**src/rtl/dtpc_pkg.sv**
```systemverilog
`timescale 1ns / 1ps
// ----------------------------------------------------------------------------
// dtpc_pkg
// Shared types and constants of the dual throttle plausibility check.
// ----------------------------------------------------------------------------
package dtpc_pkg;

  localparam int CFG_IDX_W = 3;
  localparam int TOL_W     = 13;
  localparam int RUN_W     = 8;
  localparam int SCALED_W  = 12;
  localparam int VALUE_W   = 13;

  localparam logic [CFG_IDX_W-1:0] REG_A_OFFSET = 3'd0;
  localparam logic [CFG_IDX_W-1:0] REG_A_FULL   = 3'd1;
  localparam logic [CFG_IDX_W-1:0] REG_B_OFFSET = 3'd2;
  localparam logic [CFG_IDX_W-1:0] REG_B_FULL   = 3'd3;
  localparam logic [CFG_IDX_W-1:0] REG_TOL      = 3'd4;
  localparam logic [CFG_IDX_W-1:0] REG_MAINTAIN = 3'd5;
  localparam logic [CFG_IDX_W-1:0] REG_SHUTDOWN = 3'd6;

  localparam logic [TOL_W-1:0] TOL_RESET      = 13'd1600;
  localparam logic [RUN_W-1:0] MAINTAIN_RESET = 8'd2;
  localparam logic [RUN_W-1:0] SHUTDOWN_RESET = 8'd50;

  localparam logic [SCALED_W-1:0] SAT_MAX = 12'd4095;
  localparam logic [RUN_W-1:0]    RUN_MAX = 8'd255;

  localparam logic [1:0] OUTCOME_OK      = 2'd0;
  localparam logic [1:0] OUTCOME_WARNING = 2'd1;
  localparam logic [1:0] OUTCOME_FATAL   = 2'd2;

  localparam logic [1:0] CLASS_NONE    = 2'd0;
  localparam logic [1:0] CLASS_WARNING = 2'd1;
  localparam logic [1:0] CLASS_FATAL   = 2'd2;

  typedef struct packed {
    logic                neg;
    logic                sat;
    logic [SCALED_W-1:0] mag;
  } dtpc_lane_res_t;

  typedef struct packed {
    logic [TOL_W-1:0] tol;
    logic [RUN_W-1:0] maintain;
    logic [RUN_W-1:0] shutdown;
  } dtpc_limits_t;

endpackage

```
**src/rtl/dtpc_in_if.sv**
```systemverilog
`timescale 1ns / 1ps
// ----------------------------------------------------------------------------
// dtpc_in_if
// Request channel carrying one pair of raw pedal sensor samples.
// ----------------------------------------------------------------------------
interface dtpc_in_if #(
  parameter int ADC_BITS = 10
);
  logic                valid;
  logic                ready;
  logic [ADC_BITS-1:0] raw_a;
  logic [ADC_BITS-1:0] raw_b;

  modport source (output valid, output raw_a, output raw_b, input ready);
  modport sink   (input valid, input raw_a, input raw_b, output ready);
endinterface

```
**src/rtl/dtpc_out_if.sv**
```systemverilog
`timescale 1ns / 1ps
// ----------------------------------------------------------------------------
// dtpc_out_if
// Result channel carrying one plausibility verdict per request.
// ----------------------------------------------------------------------------
interface dtpc_out_if;
  logic               valid;
  logic               ready;
  logic signed [12:0] pedal_value;
  logic [1:0]         outcome;
  logic               shutdown_request;
  logic [1:0]         error_class;
  logic [7:0]         mismatch_count;
  logic [11:0]        scaled_a;
  logic [11:0]        scaled_b;

  modport source (output valid, output pedal_value, output outcome,
                  output shutdown_request, output error_class,
                  output mismatch_count, output scaled_a, output scaled_b,
                  input ready);
  modport sink   (input valid, input pedal_value, input outcome,
                  input shutdown_request, input error_class,
                  input mismatch_count, input scaled_a, input scaled_b,
                  output ready);
endinterface

```
**src/rtl/dtpc_lane.sv**
```systemverilog
`timescale 1ns / 1ps
// ----------------------------------------------------------------------------
// dtpc_lane
// One sensor lane: scales the offset reading by full scale and divides it
// by the span with a radix-2 restoring divider, truncating toward zero.
// ----------------------------------------------------------------------------
module dtpc_lane #(
  parameter int ADC_BITS   = 10,
  parameter int FULL_SCALE = 1200
) (
  input  logic                             clk,
  input  logic                             rst_n,
  input  logic                             start,
  input  logic signed [ADC_BITS:0]         num,
  input  logic signed [ADC_BITS:0]         span,
  input  logic                             ack,
  output logic                             done,
  output dtpc_pkg::dtpc_lane_res_t         res
);
  import dtpc_pkg::*;

  localparam int FS_W = $clog2(FULL_SCALE + 1);
  localparam int PW   = ADC_BITS + FS_W;
  localparam int CW   = $clog2(PW);
  localparam int QW   = (PW > SCALED_W) ? PW : SCALED_W + 1;
  localparam logic [FS_W-1:0] FS_VAL = FS_W'(FULL_SCALE);

  localparam logic [1:0] ST_IDLE = 2'd0;
  localparam logic [1:0] ST_MUL  = 2'd1;
  localparam logic [1:0] ST_DIV  = 2'd2;
  localparam logic [1:0] ST_DONE = 2'd3;

  logic [1:0]          state_r, state_nxt;
  logic [CW-1:0]       cnt_r, cnt_nxt;
  logic [ADC_BITS-1:0] num_mag_r, num_mag_nxt;
  logic [ADC_BITS-1:0] span_mag_r, span_mag_nxt;
  logic                sign_r, sign_nxt;
  logic                zero_r, zero_nxt;
  logic [PW-1:0]       q_r, q_nxt;
  logic [ADC_BITS-1:0] rem_r, rem_nxt;
  logic [ADC_BITS:0]   trial;
  logic                ge;
  logic [ADC_BITS:0]   num_neg, span_neg;
  logic [QW-1:0]       q_ext;

  assign num_neg  = -num;
  assign span_neg = -span;
  assign trial    = {rem_r, q_r[PW-1]};
  assign ge       = trial >= {1'b0, span_mag_r};

  always_comb begin
    state_nxt    = state_r;
    cnt_nxt      = cnt_r;
    num_mag_nxt  = num_mag_r;
    span_mag_nxt = span_mag_r;
    sign_nxt     = sign_r;
    zero_nxt     = zero_r;
    q_nxt        = q_r;
    rem_nxt      = rem_r;
    case (state_r)
      ST_IDLE: begin
        if (start) begin
          num_mag_nxt  = num[ADC_BITS] ? num_neg[ADC_BITS-1:0] : num[ADC_BITS-1:0];
          span_mag_nxt = span[ADC_BITS] ? span_neg[ADC_BITS-1:0] : span[ADC_BITS-1:0];
          sign_nxt     = num[ADC_BITS] ^ span[ADC_BITS];
          zero_nxt     = (span == '0);
          state_nxt    = ST_MUL;
        end
      end
      ST_MUL: begin
        q_nxt     = PW'(num_mag_r) * PW'(FS_VAL);
        rem_nxt   = '0;
        cnt_nxt   = '0;
        state_nxt = ST_DIV;
      end
      ST_DIV: begin
        rem_nxt = ge ? ADC_BITS'(trial - {1'b0, span_mag_r}) : trial[ADC_BITS-1:0];
        q_nxt   = {q_r[PW-2:0], ge};
        cnt_nxt = cnt_r + 1'b1;
        if (cnt_r == CW'(PW - 1)) begin
          state_nxt = ST_DONE;
        end
      end
      ST_DONE: begin
        if (ack) begin
          state_nxt = ST_IDLE;
        end
      end
      default: begin
        state_nxt = ST_IDLE;
      end
    endcase
  end

  always_ff @(posedge clk) begin
    if (!rst_n) begin
      state_r <= ST_IDLE;
    end else begin
      state_r <= state_nxt;
    end
  end

  always_ff @(posedge clk) begin
    cnt_r      <= cnt_nxt;
    num_mag_r  <= num_mag_nxt;
    span_mag_r <= span_mag_nxt;
    sign_r     <= sign_nxt;
    zero_r     <= zero_nxt;
    q_r        <= q_nxt;
    rem_r      <= rem_nxt;
  end

  assign q_ext = QW'(q_r);

  always_comb begin
    if (zero_r) begin
      res.neg = 1'b0;
      res.sat = 1'b0;
      res.mag = '0;
    end else begin
      res.neg = sign_r && (q_r != '0);
      res.sat = q_ext > QW'(SAT_MAX);
      res.mag = q_ext[SCALED_W-1:0];
    end
  end

  assign done = (state_r == ST_DONE);

endmodule

```
**src/rtl/dtpc_merge.sv**
```systemverilog
`timescale 1ns / 1ps
// ----------------------------------------------------------------------------
// dtpc_merge
// Combines both lane results: clamps, compares, runs the mismatch counter,
// holds the error state and registers the result request.
// ----------------------------------------------------------------------------
module dtpc_merge (
  input  logic                     clk,
  input  logic                     rst_n,
  input  logic                     lanes_done,
  input  dtpc_pkg::dtpc_lane_res_t res_a,
  input  dtpc_pkg::dtpc_lane_res_t res_b,
  input  dtpc_pkg::dtpc_limits_t   limits,
  output logic                     take,
  dtpc_out_if.source               out_ch
);
  import dtpc_pkg::*;

  logic                      out_valid_r;
  logic [RUN_W-1:0]          run_r, run_nxt;
  logic                      shut_r, shut_nxt;
  logic [1:0]                class_r, class_nxt;
  logic signed [VALUE_W-1:0] value_r, value_nxt;
  logic [1:0]                outcome_r, outcome_nxt;
  logic [SCALED_W-1:0]       sa_r, sb_r;
  logic [SCALED_W-1:0]       sa, sb, ca, cb;
  logic [SCALED_W:0]         diff_raw, sum;
  logic [SCALED_W-1:0]       diff;
  logic                      mismatch;

  assign ca = res_a.sat ? SAT_MAX : res_a.mag;
  assign cb = res_b.sat ? SAT_MAX : res_b.mag;
  assign sa = (res_a.neg || res_b.neg) ? '0 : ca;
  assign sb = (res_a.neg || res_b.neg) ? '0 : cb;

  assign diff_raw = {1'b0, sa} - {1'b0, sb};
  assign diff     = diff_raw[SCALED_W] ? SCALED_W'(-diff_raw) : diff_raw[SCALED_W-1:0];
  assign mismatch = {1'b0, diff} >= limits.tol;
  assign sum      = {1'b0, sa} + {1'b0, sb};

  always_comb begin
    if (!mismatch) begin
      run_nxt = '0;
    end else if (run_r == RUN_MAX) begin
      run_nxt = run_r;
    end else begin
      run_nxt = run_r + 1'b1;
    end
    shut_nxt  = shut_r;
    class_nxt = class_r;
    if (run_nxt <= limits.maintain) begin
      value_nxt   = VALUE_W'(sum[SCALED_W:1]);
      outcome_nxt = OUTCOME_OK;
    end else if (run_nxt > limits.shutdown) begin
      value_nxt   = '1;
      outcome_nxt = OUTCOME_FATAL;
      shut_nxt    = 1'b1;
      class_nxt   = CLASS_FATAL;
    end else begin
      value_nxt   = '0;
      outcome_nxt = OUTCOME_WARNING;
      shut_nxt    = 1'b0;
      class_nxt   = CLASS_WARNING;
    end
  end

  assign take = lanes_done && (!out_valid_r || out_ch.ready);

  always_ff @(posedge clk) begin
    if (!rst_n) begin
      out_valid_r <= 1'b0;
      run_r       <= '0;
      shut_r      <= 1'b0;
      class_r     <= CLASS_NONE;
    end else begin
      if (take) begin
        out_valid_r <= 1'b1;
        run_r       <= run_nxt;
        shut_r      <= shut_nxt;
        class_r     <= class_nxt;
      end else if (out_ch.ready) begin
        out_valid_r <= 1'b0;
      end
    end
  end

  always_ff @(posedge clk) begin
    if (take) begin
      value_r   <= value_nxt;
      outcome_r <= outcome_nxt;
      sa_r      <= sa;
      sb_r      <= sb;
    end
  end

  assign out_ch.valid            = out_valid_r;
  assign out_ch.pedal_value      = value_r;
  assign out_ch.outcome          = outcome_r;
  assign out_ch.shutdown_request = shut_r;
  assign out_ch.error_class      = class_r;
  assign out_ch.mismatch_count   = run_r;
  assign out_ch.scaled_a         = sa_r;
  assign out_ch.scaled_b         = sb_r;

endmodule

```
**src/rtl/dual_throttle_plausibility_check.sv**
```systemverilog
`timescale 1ns / 1ps
// ----------------------------------------------------------------------------
// dual_throttle_plausibility_check
// Maps two redundant pedal sensors in parallel lanes, checks that they agree
// and reports the averaged pedal position, a warning or a fatal shutdown.
//
//   channel  dir  handshake      payload
//   in_ch    in   valid/ready    raw_a, raw_b
//   out_ch   out  valid/ready    pedal_value .. scaled_b
//   cfg_*    in   write enable   cfg_index, cfg_data
//
// Each lane scales its offset reading and then divides it by the span bit-serially;
// one request is in work at a time; input stays busy until the result is taken.
// A finished result sits in the output register while the next request runs.
// Synchronous active-low reset restores register defaults and clears the state.
// A stalled output only holds the lanes once their next result is ready.
// ----------------------------------------------------------------------------
module dual_throttle_plausibility_check #(
  parameter int FULL_SCALE = 1200,
  parameter int ADC_BITS   = 10
) (
  input  logic                                 clk,
  input  logic                                 rst_n,
  dtpc_in_if.sink                              in_ch,
  dtpc_out_if.source                           out_ch,
  input  logic                                 cfg_we,
  input  logic [dtpc_pkg::CFG_IDX_W-1:0]       cfg_index,
  input  logic [((ADC_BITS > dtpc_pkg::TOL_W) ? ADC_BITS : dtpc_pkg::TOL_W)-1:0] cfg_data
);
  import dtpc_pkg::*;

  logic [ADC_BITS-1:0] a_offset_r, a_full_r, b_offset_r, b_full_r;
  logic [TOL_W-1:0]    tol_r;
  logic [RUN_W-1:0]    maintain_r, shutdown_r;
  logic                busy_r;
  logic                in_take;
  logic                take;
  logic                done_a, done_b;
  logic signed [ADC_BITS:0] num_a, span_a, num_b, span_b;
  dtpc_lane_res_t      res_a, res_b;
  dtpc_limits_t        limits;

  always_ff @(posedge clk) begin
    if (!rst_n) begin
      a_offset_r <= '0;
      a_full_r   <= '1;
      b_offset_r <= '0;
      b_full_r   <= '1;
      tol_r      <= TOL_RESET;
      maintain_r <= MAINTAIN_RESET;
      shutdown_r <= SHUTDOWN_RESET;
    end else if (cfg_we) begin
      case (cfg_index)
        REG_A_OFFSET: a_offset_r <= cfg_data[ADC_BITS-1:0];
        REG_A_FULL:   a_full_r   <= cfg_data[ADC_BITS-1:0];
        REG_B_OFFSET: b_offset_r <= cfg_data[ADC_BITS-1:0];
        REG_B_FULL:   b_full_r   <= cfg_data[ADC_BITS-1:0];
        REG_TOL:      tol_r      <= cfg_data[TOL_W-1:0];
        REG_MAINTAIN: maintain_r <= cfg_data[RUN_W-1:0];
        REG_SHUTDOWN: shutdown_r <= cfg_data[RUN_W-1:0];
        default: begin
        end
      endcase
    end
  end

  assign in_ch.ready = !busy_r;
  assign in_take     = in_ch.valid && !busy_r;

  always_ff @(posedge clk) begin
    if (!rst_n) begin
      busy_r <= 1'b0;
    end else if (in_take) begin
      busy_r <= 1'b1;
    end else if (take) begin
      busy_r <= 1'b0;
    end
  end

  assign num_a  = {1'b0, in_ch.raw_a} - {1'b0, a_offset_r};
  assign span_a = {1'b0, a_full_r} - {1'b0, a_offset_r};
  assign num_b  = {1'b0, b_full_r} - {1'b0, in_ch.raw_b};
  assign span_b = {1'b0, b_full_r} - {1'b0, b_offset_r};

  dtpc_lane #(.ADC_BITS(ADC_BITS), .FULL_SCALE(FULL_SCALE)) u_lane_a (
    .clk   (clk),
    .rst_n (rst_n),
    .start (in_take),
    .num   (num_a),
    .span  (span_a),
    .ack   (take),
    .done  (done_a),
    .res   (res_a)
  );

  dtpc_lane #(.ADC_BITS(ADC_BITS), .FULL_SCALE(FULL_SCALE)) u_lane_b (
    .clk   (clk),
    .rst_n (rst_n),
    .start (in_take),
    .num   (num_b),
    .span  (span_b),
    .ack   (take),
    .done  (done_b),
    .res   (res_b)
  );

  assign limits.tol      = tol_r;
  assign limits.maintain = maintain_r;
  assign limits.shutdown = shutdown_r;

  dtpc_merge u_merge (
    .clk        (clk),
    .rst_n      (rst_n),
    .lanes_done (done_a && done_b),
    .res_a      (res_a),
    .res_b      (res_b),
    .limits     (limits),
    .take       (take),
    .out_ch     (out_ch)
  );

`ifndef SYNTHESIS
  a_shut_matches_class: assert property (@(posedge clk) disable iff (!rst_n)
    out_ch.valid |-> (out_ch.shutdown_request == (out_ch.error_class == CLASS_FATAL)))
    else $error("shutdown request disagrees with held error class");

  a_fatal_value: assert property (@(posedge clk) disable iff (!rst_n)
    (out_ch.valid && out_ch.outcome == OUTCOME_FATAL) |->
      (out_ch.pedal_value == -13'sd1 && out_ch.error_class == CLASS_FATAL))
    else $error("fatal result without fatal value or class");

  a_ok_nonneg: assert property (@(posedge clk) disable iff (!rst_n)
    (out_ch.valid && out_ch.outcome == OUTCOME_OK) |-> !out_ch.pedal_value[VALUE_W-1])
    else $error("ok result with negative pedal value");

  a_lanes_in_step: assert property (@(posedge clk) disable iff (!rst_n)
    busy_r |-> (done_a == done_b))
    else $error("sensor lanes finished out of step");
`endif

endmodule

```
**src/flat_wrapper.sv**
```systemverilog
// flat-port wrapper written by rule: the top's interface ports become plain ports
module dual_throttle_plausibility_check_flat import dtpc_pkg::*;
#(
  parameter int FULL_SCALE = 1200,
  parameter int ADC_BITS   = 10
)
  (clk, rst_n, cfg_we, cfg_index, cfg_data, in_ch_valid, in_ch_raw_a, in_ch_raw_b, in_ch_ready, out_ch_valid, out_ch_pedal_value, out_ch_outcome, out_ch_shutdown_request, out_ch_error_class, out_ch_mismatch_count, out_ch_scaled_a, out_ch_scaled_b, out_ch_ready);
  dtpc_in_if #(.ADC_BITS(ADC_BITS)) in_ch_i ();
  dtpc_out_if out_ch_i ();
  input  logic clk;
  input  logic rst_n;
  input  logic cfg_we;
  input  logic [dtpc_pkg::CFG_IDX_W-1:0] cfg_index;
  input  logic [((ADC_BITS > dtpc_pkg::TOL_W) ? ADC_BITS : dtpc_pkg::TOL_W)-1:0] cfg_data;
  input wire logic [$bits(in_ch_i.valid)-1:0] in_ch_valid;
  input wire logic [$bits(in_ch_i.raw_a)-1:0] in_ch_raw_a;
  input wire logic [$bits(in_ch_i.raw_b)-1:0] in_ch_raw_b;
  output wire logic [$bits(in_ch_i.ready)-1:0] in_ch_ready;
  output wire logic [$bits(out_ch_i.valid)-1:0] out_ch_valid;
  output wire logic [$bits(out_ch_i.pedal_value)-1:0] out_ch_pedal_value;
  output wire logic [$bits(out_ch_i.outcome)-1:0] out_ch_outcome;
  output wire logic [$bits(out_ch_i.shutdown_request)-1:0] out_ch_shutdown_request;
  output wire logic [$bits(out_ch_i.error_class)-1:0] out_ch_error_class;
  output wire logic [$bits(out_ch_i.mismatch_count)-1:0] out_ch_mismatch_count;
  output wire logic [$bits(out_ch_i.scaled_a)-1:0] out_ch_scaled_a;
  output wire logic [$bits(out_ch_i.scaled_b)-1:0] out_ch_scaled_b;
  input wire logic [$bits(out_ch_i.ready)-1:0] out_ch_ready;
  assign in_ch_i.valid = in_ch_valid;
  assign in_ch_i.raw_a = in_ch_raw_a;
  assign in_ch_i.raw_b = in_ch_raw_b;
  assign in_ch_ready = in_ch_i.ready;
  assign out_ch_valid = out_ch_i.valid;
  assign out_ch_pedal_value = out_ch_i.pedal_value;
  assign out_ch_outcome = out_ch_i.outcome;
  assign out_ch_shutdown_request = out_ch_i.shutdown_request;
  assign out_ch_error_class = out_ch_i.error_class;
  assign out_ch_mismatch_count = out_ch_i.mismatch_count;
  assign out_ch_scaled_a = out_ch_i.scaled_a;
  assign out_ch_scaled_b = out_ch_i.scaled_b;
  assign out_ch_i.ready = out_ch_ready;
  dual_throttle_plausibility_check #(.FULL_SCALE(FULL_SCALE), .ADC_BITS(ADC_BITS)) u_core (.clk(clk), .rst_n(rst_n), .in_ch(in_ch_i), .out_ch(out_ch_i), .cfg_we(cfg_we), .cfg_index(cfg_index), .cfg_data(cfg_data));
endmodule
```
**config.mk**
```make
export PLATFORM = sky130hd
export DESIGN_NAME = dual_throttle_plausibility_check_flat
export DESIGN_NICKNAME = d
export VERILOG_FILES = /design/src/rtl/dtpc_pkg.sv /design/src/rtl/dtpc_in_if.sv /design/src/rtl/dtpc_out_if.sv /design/src/rtl/dtpc_lane.sv /design/src/rtl/dtpc_merge.sv /design/src/rtl/dual_throttle_plausibility_check.sv /design/src/flat_wrapper.sv
export SDC_FILE = /design/constraint.sdc
export NUM_CORES = 1
export LEC_CHECK = 0
export CORE_MARGIN = 3
export CORE_UTILIZATION = 25
export DETAILED_ROUTE_END_ITERATION = 10
export DONT_BUFFER_PORTS = 1
export MAX_ROUTING_LAYER = met4
export PLACE_DENSITY_LB_ADDON = 0.08
export SLEW_MARGIN = 15
export SYNTH_ARGS = -nofsm -noshare
export SYNTH_HDL_FRONTEND = slang
export SYNTH_SLANG_ARGS = --single-unit
export TNS_END_PERCENT = 1
```
**constraint.sdc**
```tcl
create_clock -name clk -period 8.7 [get_ports clk]
set_input_delay 0.87 -clock clk [delete_from_list [all_inputs] [get_ports clk]]
set_output_delay 0.87 -clock clk [all_outputs]
set_load 0.05 [all_outputs]
```
==> results of run 1 <==
-- per-layer routing --
metal  global-route usage [%]  vias to the layer above
li1                         -                     6359
met1                     18.2                     5803
met2                     20.8                      160
met3                     3.00                       47
met4                     3.05                        0
met5                        -                        -
-- synth_stat cells (all sizes together), types with 3 or more instances --
library cell    n
a211oi          3
a21boi         52
a21o           18
a21oi          90
a31oi           5
and2           15
and3           12
buf             4
clkbuf         41
dfxtp          85
edfxtp        154
fa             30
ha            216
inv           263
mux2            9
mux2i          19
nand2         240
nand2b         24
nand3          52
nand3b          7
nand4          12
nor2           98
nor2b          27
nor3           24
nor3b           3
nor4           11
o211ai          9
o21a           22
o21ai         110
o21bai         24
o22ai           3
o311a           5
o31ai           9
or2             5
or3            12
or4             8
xnor2         102
xor2           19
-- flip-flops by register name, indices dropped and copies added, names as in the netlist, 12 cells and up --
register and count:
u_core.tol_r 13, u_core.u_lane_b.q_ext 21, u_core.u_lane_a.q_ext 21, u_core.u_merge.out_ch.scaled_b 12, u_core.u_merge.out_ch.pedal_value 13, u_core.u_merge.out_ch.scaled_a 12
-- cell usage in the layout, fill, tap and decap left out, drive strengths merged, types with 85 or more instances in the layout --
cell type / count
dfxtp: 85
ha: 216
inv: 266
nor2: 98
a21oi: 90
o21ai: 110
edfxtp: 154
xnor2: 102
nand2: 240
-- through the flow --
step	power, W	TNS [ns]
4_1_cts	0.00618	0
2_1_floorplan	0.00398	0
6_report	0.00606	0
3_3_place_gp	0.00472	0
5_1_grt	0.00666	-0.0133
3_5_place_dp	0.00472	0
-- area by class of cell --
| type | count | area [µm²] |
|---|---|---|
| Antenna cell | 3 | 7.51 |
| Timing Repair Buffer | 7 | 52.6 |
| Tap cell | 873 | 1090 |
| Clock inverter | 15 | 171 |
| Inverter | 264 | 991 |
| Clock buffer | 46 | 947 |
| Sequential cell | 239 | 6330 |
| Multi-Input combinational cell | 1320 | 9580 |
| Fill cell | 7057 | 48200 |
-- worst max path at each step --
stage	depth (start not counted)	to	startpoint	slack, ns
finish	31	u_core.u_merge.out_ch.pedal_value[1]	u_core.u_lane_b.q_ext[15]	0.60
global route	31	u_core.u_merge.out_ch.pedal_value[1]	u_core.u_lane_b.q_ext[15]	-0.007
CTS	31	u_core.u_merge.out_ch.pedal_value[11]	u_core.u_lane_a.q_ext[9]	0.09
detailed placement	35	u_core.u_merge.out_ch.pedal_value[11]	u_core.u_lane_a.q_ext[9]	0.08
global placement	35	u_core.u_merge.out_ch.pedal_value[11]	u_core.u_lane_b.q_ext[15]	0.28
floorplan	36	u_core.u_merge.out_ch.pedal_value[11]	u_core.u_lane_a.q_ext[9]	1.42
-- report_power, final --
group	internal, W	switching (W)	total (W)	leakage (nW)
clock network	0.000857	0.000531	0.00139	0.546
logic	0.00121	0.00166	0.00287	5.17
registers	0.00163	0.000178	0.00181	2.13
total	0.00369	0.00237	0.00606	7.84
-- logic make-up (layout without fill, tap and decap cells) --
group                      after synthesis  count (layout)  share of synthesized area [%]
AOI/OAI and AO/OA                      373             373                           13.7
other                                    0               3                              0
buffers and inverters                  309             332                           6.86
muxes                                   28              28                           1.71
and+or+nand+nor                        552             552                           15.0
adders and majority gates              246             246                           19.4
DFF                                    239             239                           37.1
xor gates and xnor gates               121             121                           6.22
==> impl_metrics.yaml, run 1 <==
status:
  status: "finished clean"
sta:
  fmax_mhz: 124
  finalClockSkew_ns: 0.0223
  period_minus_slack_ns: 8.10
  hold_viol: 0
  tightestPinTransition_ns: 1.11
  finalWorstSetupSlack_ns: 0.603
  slew_headroom_pct: 25.8
  whs_ns: 0.446
  slew_violations: 0
  min_period_over_period_pct: 93.1
  setup_viol: 0
clocking:
  cts_tree: "done"
  cts_sinks: 239
  cts_resized: 0
  cts_setup_buffers: 0
  cts_buffers: 34
  ctsHoldBuffers: 0
  clkLatencyLatePin_ns: 0.54
  htree_num_levels: 2
  clkSlewWorstSetupHoldPaths_ns: 0.06
  cts-root-to-sink-buffers: 3
  cts-root-buf: "clkbuf_16"
synthesis:
  synth-seq-cells: 239
  synth_nets: 2155
  synth_area_leaders: "edfxtp_1 (27%), ha_1 (16%), dfxtp_1 (10%)"
  yosys_warnings: 0
  synth.distinct_cells: 67
  synth_top_area_share_pct: 27.1
  postSynthCellCount: 1868
  synth_edf_count: 154
  ys_seq_area_share_pct: 37.1
  synth_flop_cell: "edfxtp_1"
  netlist_area_mm2: 0.0170
  synth_top_cell_by_area: "edfxtp_1"
  syn_area_per_cell_um2: 9.13
  synthArstFlopShare_pct: 0
placement:
  dp_hpwl_um: 36200
  io_buffers: 0
  post-place-ws_ns: 0.0824
  gp_congestion: 0.779
  dpl.cell_count: 2703
  placed_area_mm2: 0.0180
worst_setup_path:
  crit_top_cell: "o21ai_0"
  crit_family: "simple AND/OR/NAND/NOR gates"
  r2r-end: "u_core.u_merge.out_ch.pedal_value[1]"
  ff2ff_path_depth: 31
  crit_path_start_kind: "flop"
  crit_fanout: 13
  endpoint_kind: "flop"
  path_buf_inv: 3
  timing.rr.start: "u_core.u_lane_b.q_ext[15]"
  r2r_slack_ns: 0.60
  cp_slowest_cell: "nor4_1"
  required_ns: 8.96
  slowest_delay_ns: 0.49
  arrival_ns: 8.35
  setup.worst_path.class: "reg -> reg"
floorplanning:
  initial_core_util_pct: 25.3
  die_h_um: 267
  ios: 93
  core_region_area_mm2: 0.0674
  die_area_mm2: 0.0714
  die_w_um: 267
  rows: 95
final_layout:
  final_util_pct: 28.4
  final_nets: 2153
  fin_cells: 2767
  final_cell_area_mm2: 0.0192
  area_delta_synth_final_pct: 12.4
  drive_above_1_share_pct: 4.65
route:
  ant_nets: 0
  drt-vias-per-instance: 4.47
  wl_met2_um: 20100
  drc: 0
  routedWlPerCell_um: 16.7
  routed_wl_um: 46100
  drtIter0Drc: 537
  dr.max_layer_used: "met4"
  wl_met3_um: 2180
  num_vias: 12400
  met1_length_um: 23100
  dr.pass1.iters: 5
global_routing:
  grt_util_all_layers_pct: 13.5
  antenna_found_initial: 3
  grt_max_degree: 80
  grt_pass1_vias: 12600
  grt-ovfl-total: 0
  grt_pass1_wl_um: 72800
worst_hold_path:
  hold_path.class: "in -> reg"
  hold_path_end: "u_core.b_full_r[2]"
  min_path_cells: 1
  min_from: "rst_n"
power:
  p_per_area_mw_per_mm2: 316
  ir_drop_uv: 126
  power_leakage_nw: 7.84
run:
  drv_cap: 0
No activity file was read; power rests on OpenSTA's default activity.
==> inputs of run 2 (changes only) <==
Settings changed: GPL_TIMING_DRIVEN from default to 1.
Clock period 8.7 ns to 7.8 ns, I/O delays scaled along.
==> run 2 against run 1 <==
Compared with the run above: wire length grew 0.82%; hold slack got worse by 0.091 ns; combinational power rose by 13%; sequential share of layout area shrank 0.33 points; clock power is 19% higher; critical path depth up 2; non-clock buffer count is 12 higher; worst setup slack got worse by 0.087 ns; cell area up 1.0%; first-iteration DRC count down 2.4%; clock skew up 0.0062 ns; critical path type unchanged; critical endpoint is now u_core.u_merge.out_ch.pedal_value[11].
==> impl_metrics.yaml, run 2 (synthesis results as in run 1) <==
floorplanning:
  rows: 95
  die_h_um: 267
  core_region_area_mm2: 0.0674
  ios: 93
  initial_core_util_pct: 25.3
  die_area_mm2: 0.0714
  die_w_um: 267
worst_setup_path:
  arrival_ns: 7.56
  cp_slowest_cell: "or4_1"
  crit_path_start_kind: "flop"
  endpoint_kind: "flop"
  slowest_delay_ns: 0.58
  setup.worst_path.class: "reg -> reg"
  crit_fanout: 11
  required_ns: 8.08
placement:
  gp_congestion: 0.789
  io_buffers: 0
  dpl.cell_count: 2712
  dp_hpwl_um: 36200
sta:
  slew_violations: 0
  period_minus_slack_ns: 7.28
  finalClockSkew_ns: 0.0285
  tns_ns: 0
  fmax_mhz: 137
  tightestPinTransition_ns: 1.10
  setup_viol: 0
  rsz0062_at_grt: "no"
  min_period_over_period_pct: 93.4
  slew_headroom_pct: 25.9
  hold_viol: 0
global_routing:
  grt_max_degree: 80
  grt_pass1_wl_um: 72600
  grt_util_all_layers_pct: 13.5
  antenna_found_initial: 4
  grt-ovfl-total: 0
  grt_pass1_vias: 12500
power:
  power_leakage_nw: 7.94
  ir_drop_uv: 139
  p_per_area_mw_per_mm2: 357
clocking:
  clkSlewWorstSetupHoldPaths_ns: 0.06
  ctsHoldBuffers: 0
  cts_sinks: 239
  cts_buffers: 34
  cts-root-buf: "clkbuf_16"
  clkLatencyLatePin_ns: 0.54
  htree_num_levels: 2
  cts_tree: "done"
  cts-root-to-sink-buffers: 3
final_layout:
  final_cell_mix: "inv_1 (260), nand2_1 (239), ha_1 (215)"
  fin_cells: 2780
  final_nets: 2165
  final_common_cell: "inv_1"
  area_delta_synth_final_pct: 13.6
  drive_above_1_share_pct: 5.73
route:
  routed_wl_um: 46500
  drc: 0
  drtIter0Drc: 524
  drt-vias-per-instance: 4.46
  ant_nets: 0
  dr.pass1.iters: 5
  num_vias: 12400
  routedWlPerCell_um: 16.7
run:
  drv_cap: 0
worst_hold_path:
  hold_path.class: "in -> reg"
status:
  status: "finished clean"
## run 2: metrics by stage
stage / area, µm² / hold slack, ns / total power (W) / util, % / setup WS [ns]
after floorplan: 17000 / 0.443 / 0.00444 / - / 0.518
after global placement: 18100 / 0.452 / 0.00529 / 26.8 / 0.273
after detailed placement: 18100 / 0.456 / 0.00530 / 26.8 / 0.154
after CTS: 19300 / 0.275 / 0.00703 / 28.6 / 0.109
after global routing: 19400 / 0.313 / 0.00757 / 28.7 / 0.0424
final: 19400 / 0.355 / 0.00691 / 28.7 / 0.517
## run 2: path summary, 6_finish.rpt
path                             from                                    end  slack [ns]  cells past startpoint
min                             rst_n                     u_core.b_full_r[1]        0.35                      1
max          u_core.u_lane_a.q_ext[9]  u_core.u_merge.out_ch.pedal_value[11]        0.52                     33
max reg2reg  u_core.u_lane_a.q_ext[9]  u_core.u_merge.out_ch.pedal_value[11]        0.52                     33
min reg2reg      u_core.a_offset_r[1]                   u_core.a_offset_r[1]        0.46                      2
## run 2: worst max-delay path, delay by kind of cell, from the launching register on
kind / cells / cell delay, ns
AOI/OAI and AO/OA: 13 / 2.42
and+or+nand+nor: 11 / 2.26
adders and majority gates: 3 / 0.78
buffers and inverters: 4 / 0.69
xor gates and xnor gates: 2 / 0.48
DFF: 1 / 0.40
## run 2: final cells by class
class                      instances  area (µm²)
antenna                            4        10.0
clock buffer                      52        1010
clock inverter                     9         169
fill                            7097       48000
inverter                         264         991
multi-input combinational       1320        9620
sequential                       239        6330
tap                              873        1090
timing repair buffer              19         143
## run 2: report_power, final
part / switching [W] / leakage (nW) / internal, W
Combinational: 0.00185 / 5.23 / 0.00138
Sequential: 0.000202 / 2.13 / 0.00181
Clock: 0.000596 / 0.576 / 0.00106
## run 2: timing repair
| item | 4_1_cts | 5_1_grt |
|---|---|---|
| buffers inserted | 0 | 3 |
| resized for setup | 0 | 16 |
| endpoints found under the setup margin | 0 | 16 |
## run 2: per-layer routing
| metal | vias up | wire [µm] | track usage (%) |
|---|---|---|---|
| li1 | 6394 | - | - |
| met4 | 0 | 913 | 3.44 |
| met5 | - | 0 | - |
| met3 | 59 | 2300 | 3.16 |
| met2 | 157 | 20200 | 20.9 |
| met1 | 5781 | 23100 | 17.9 |
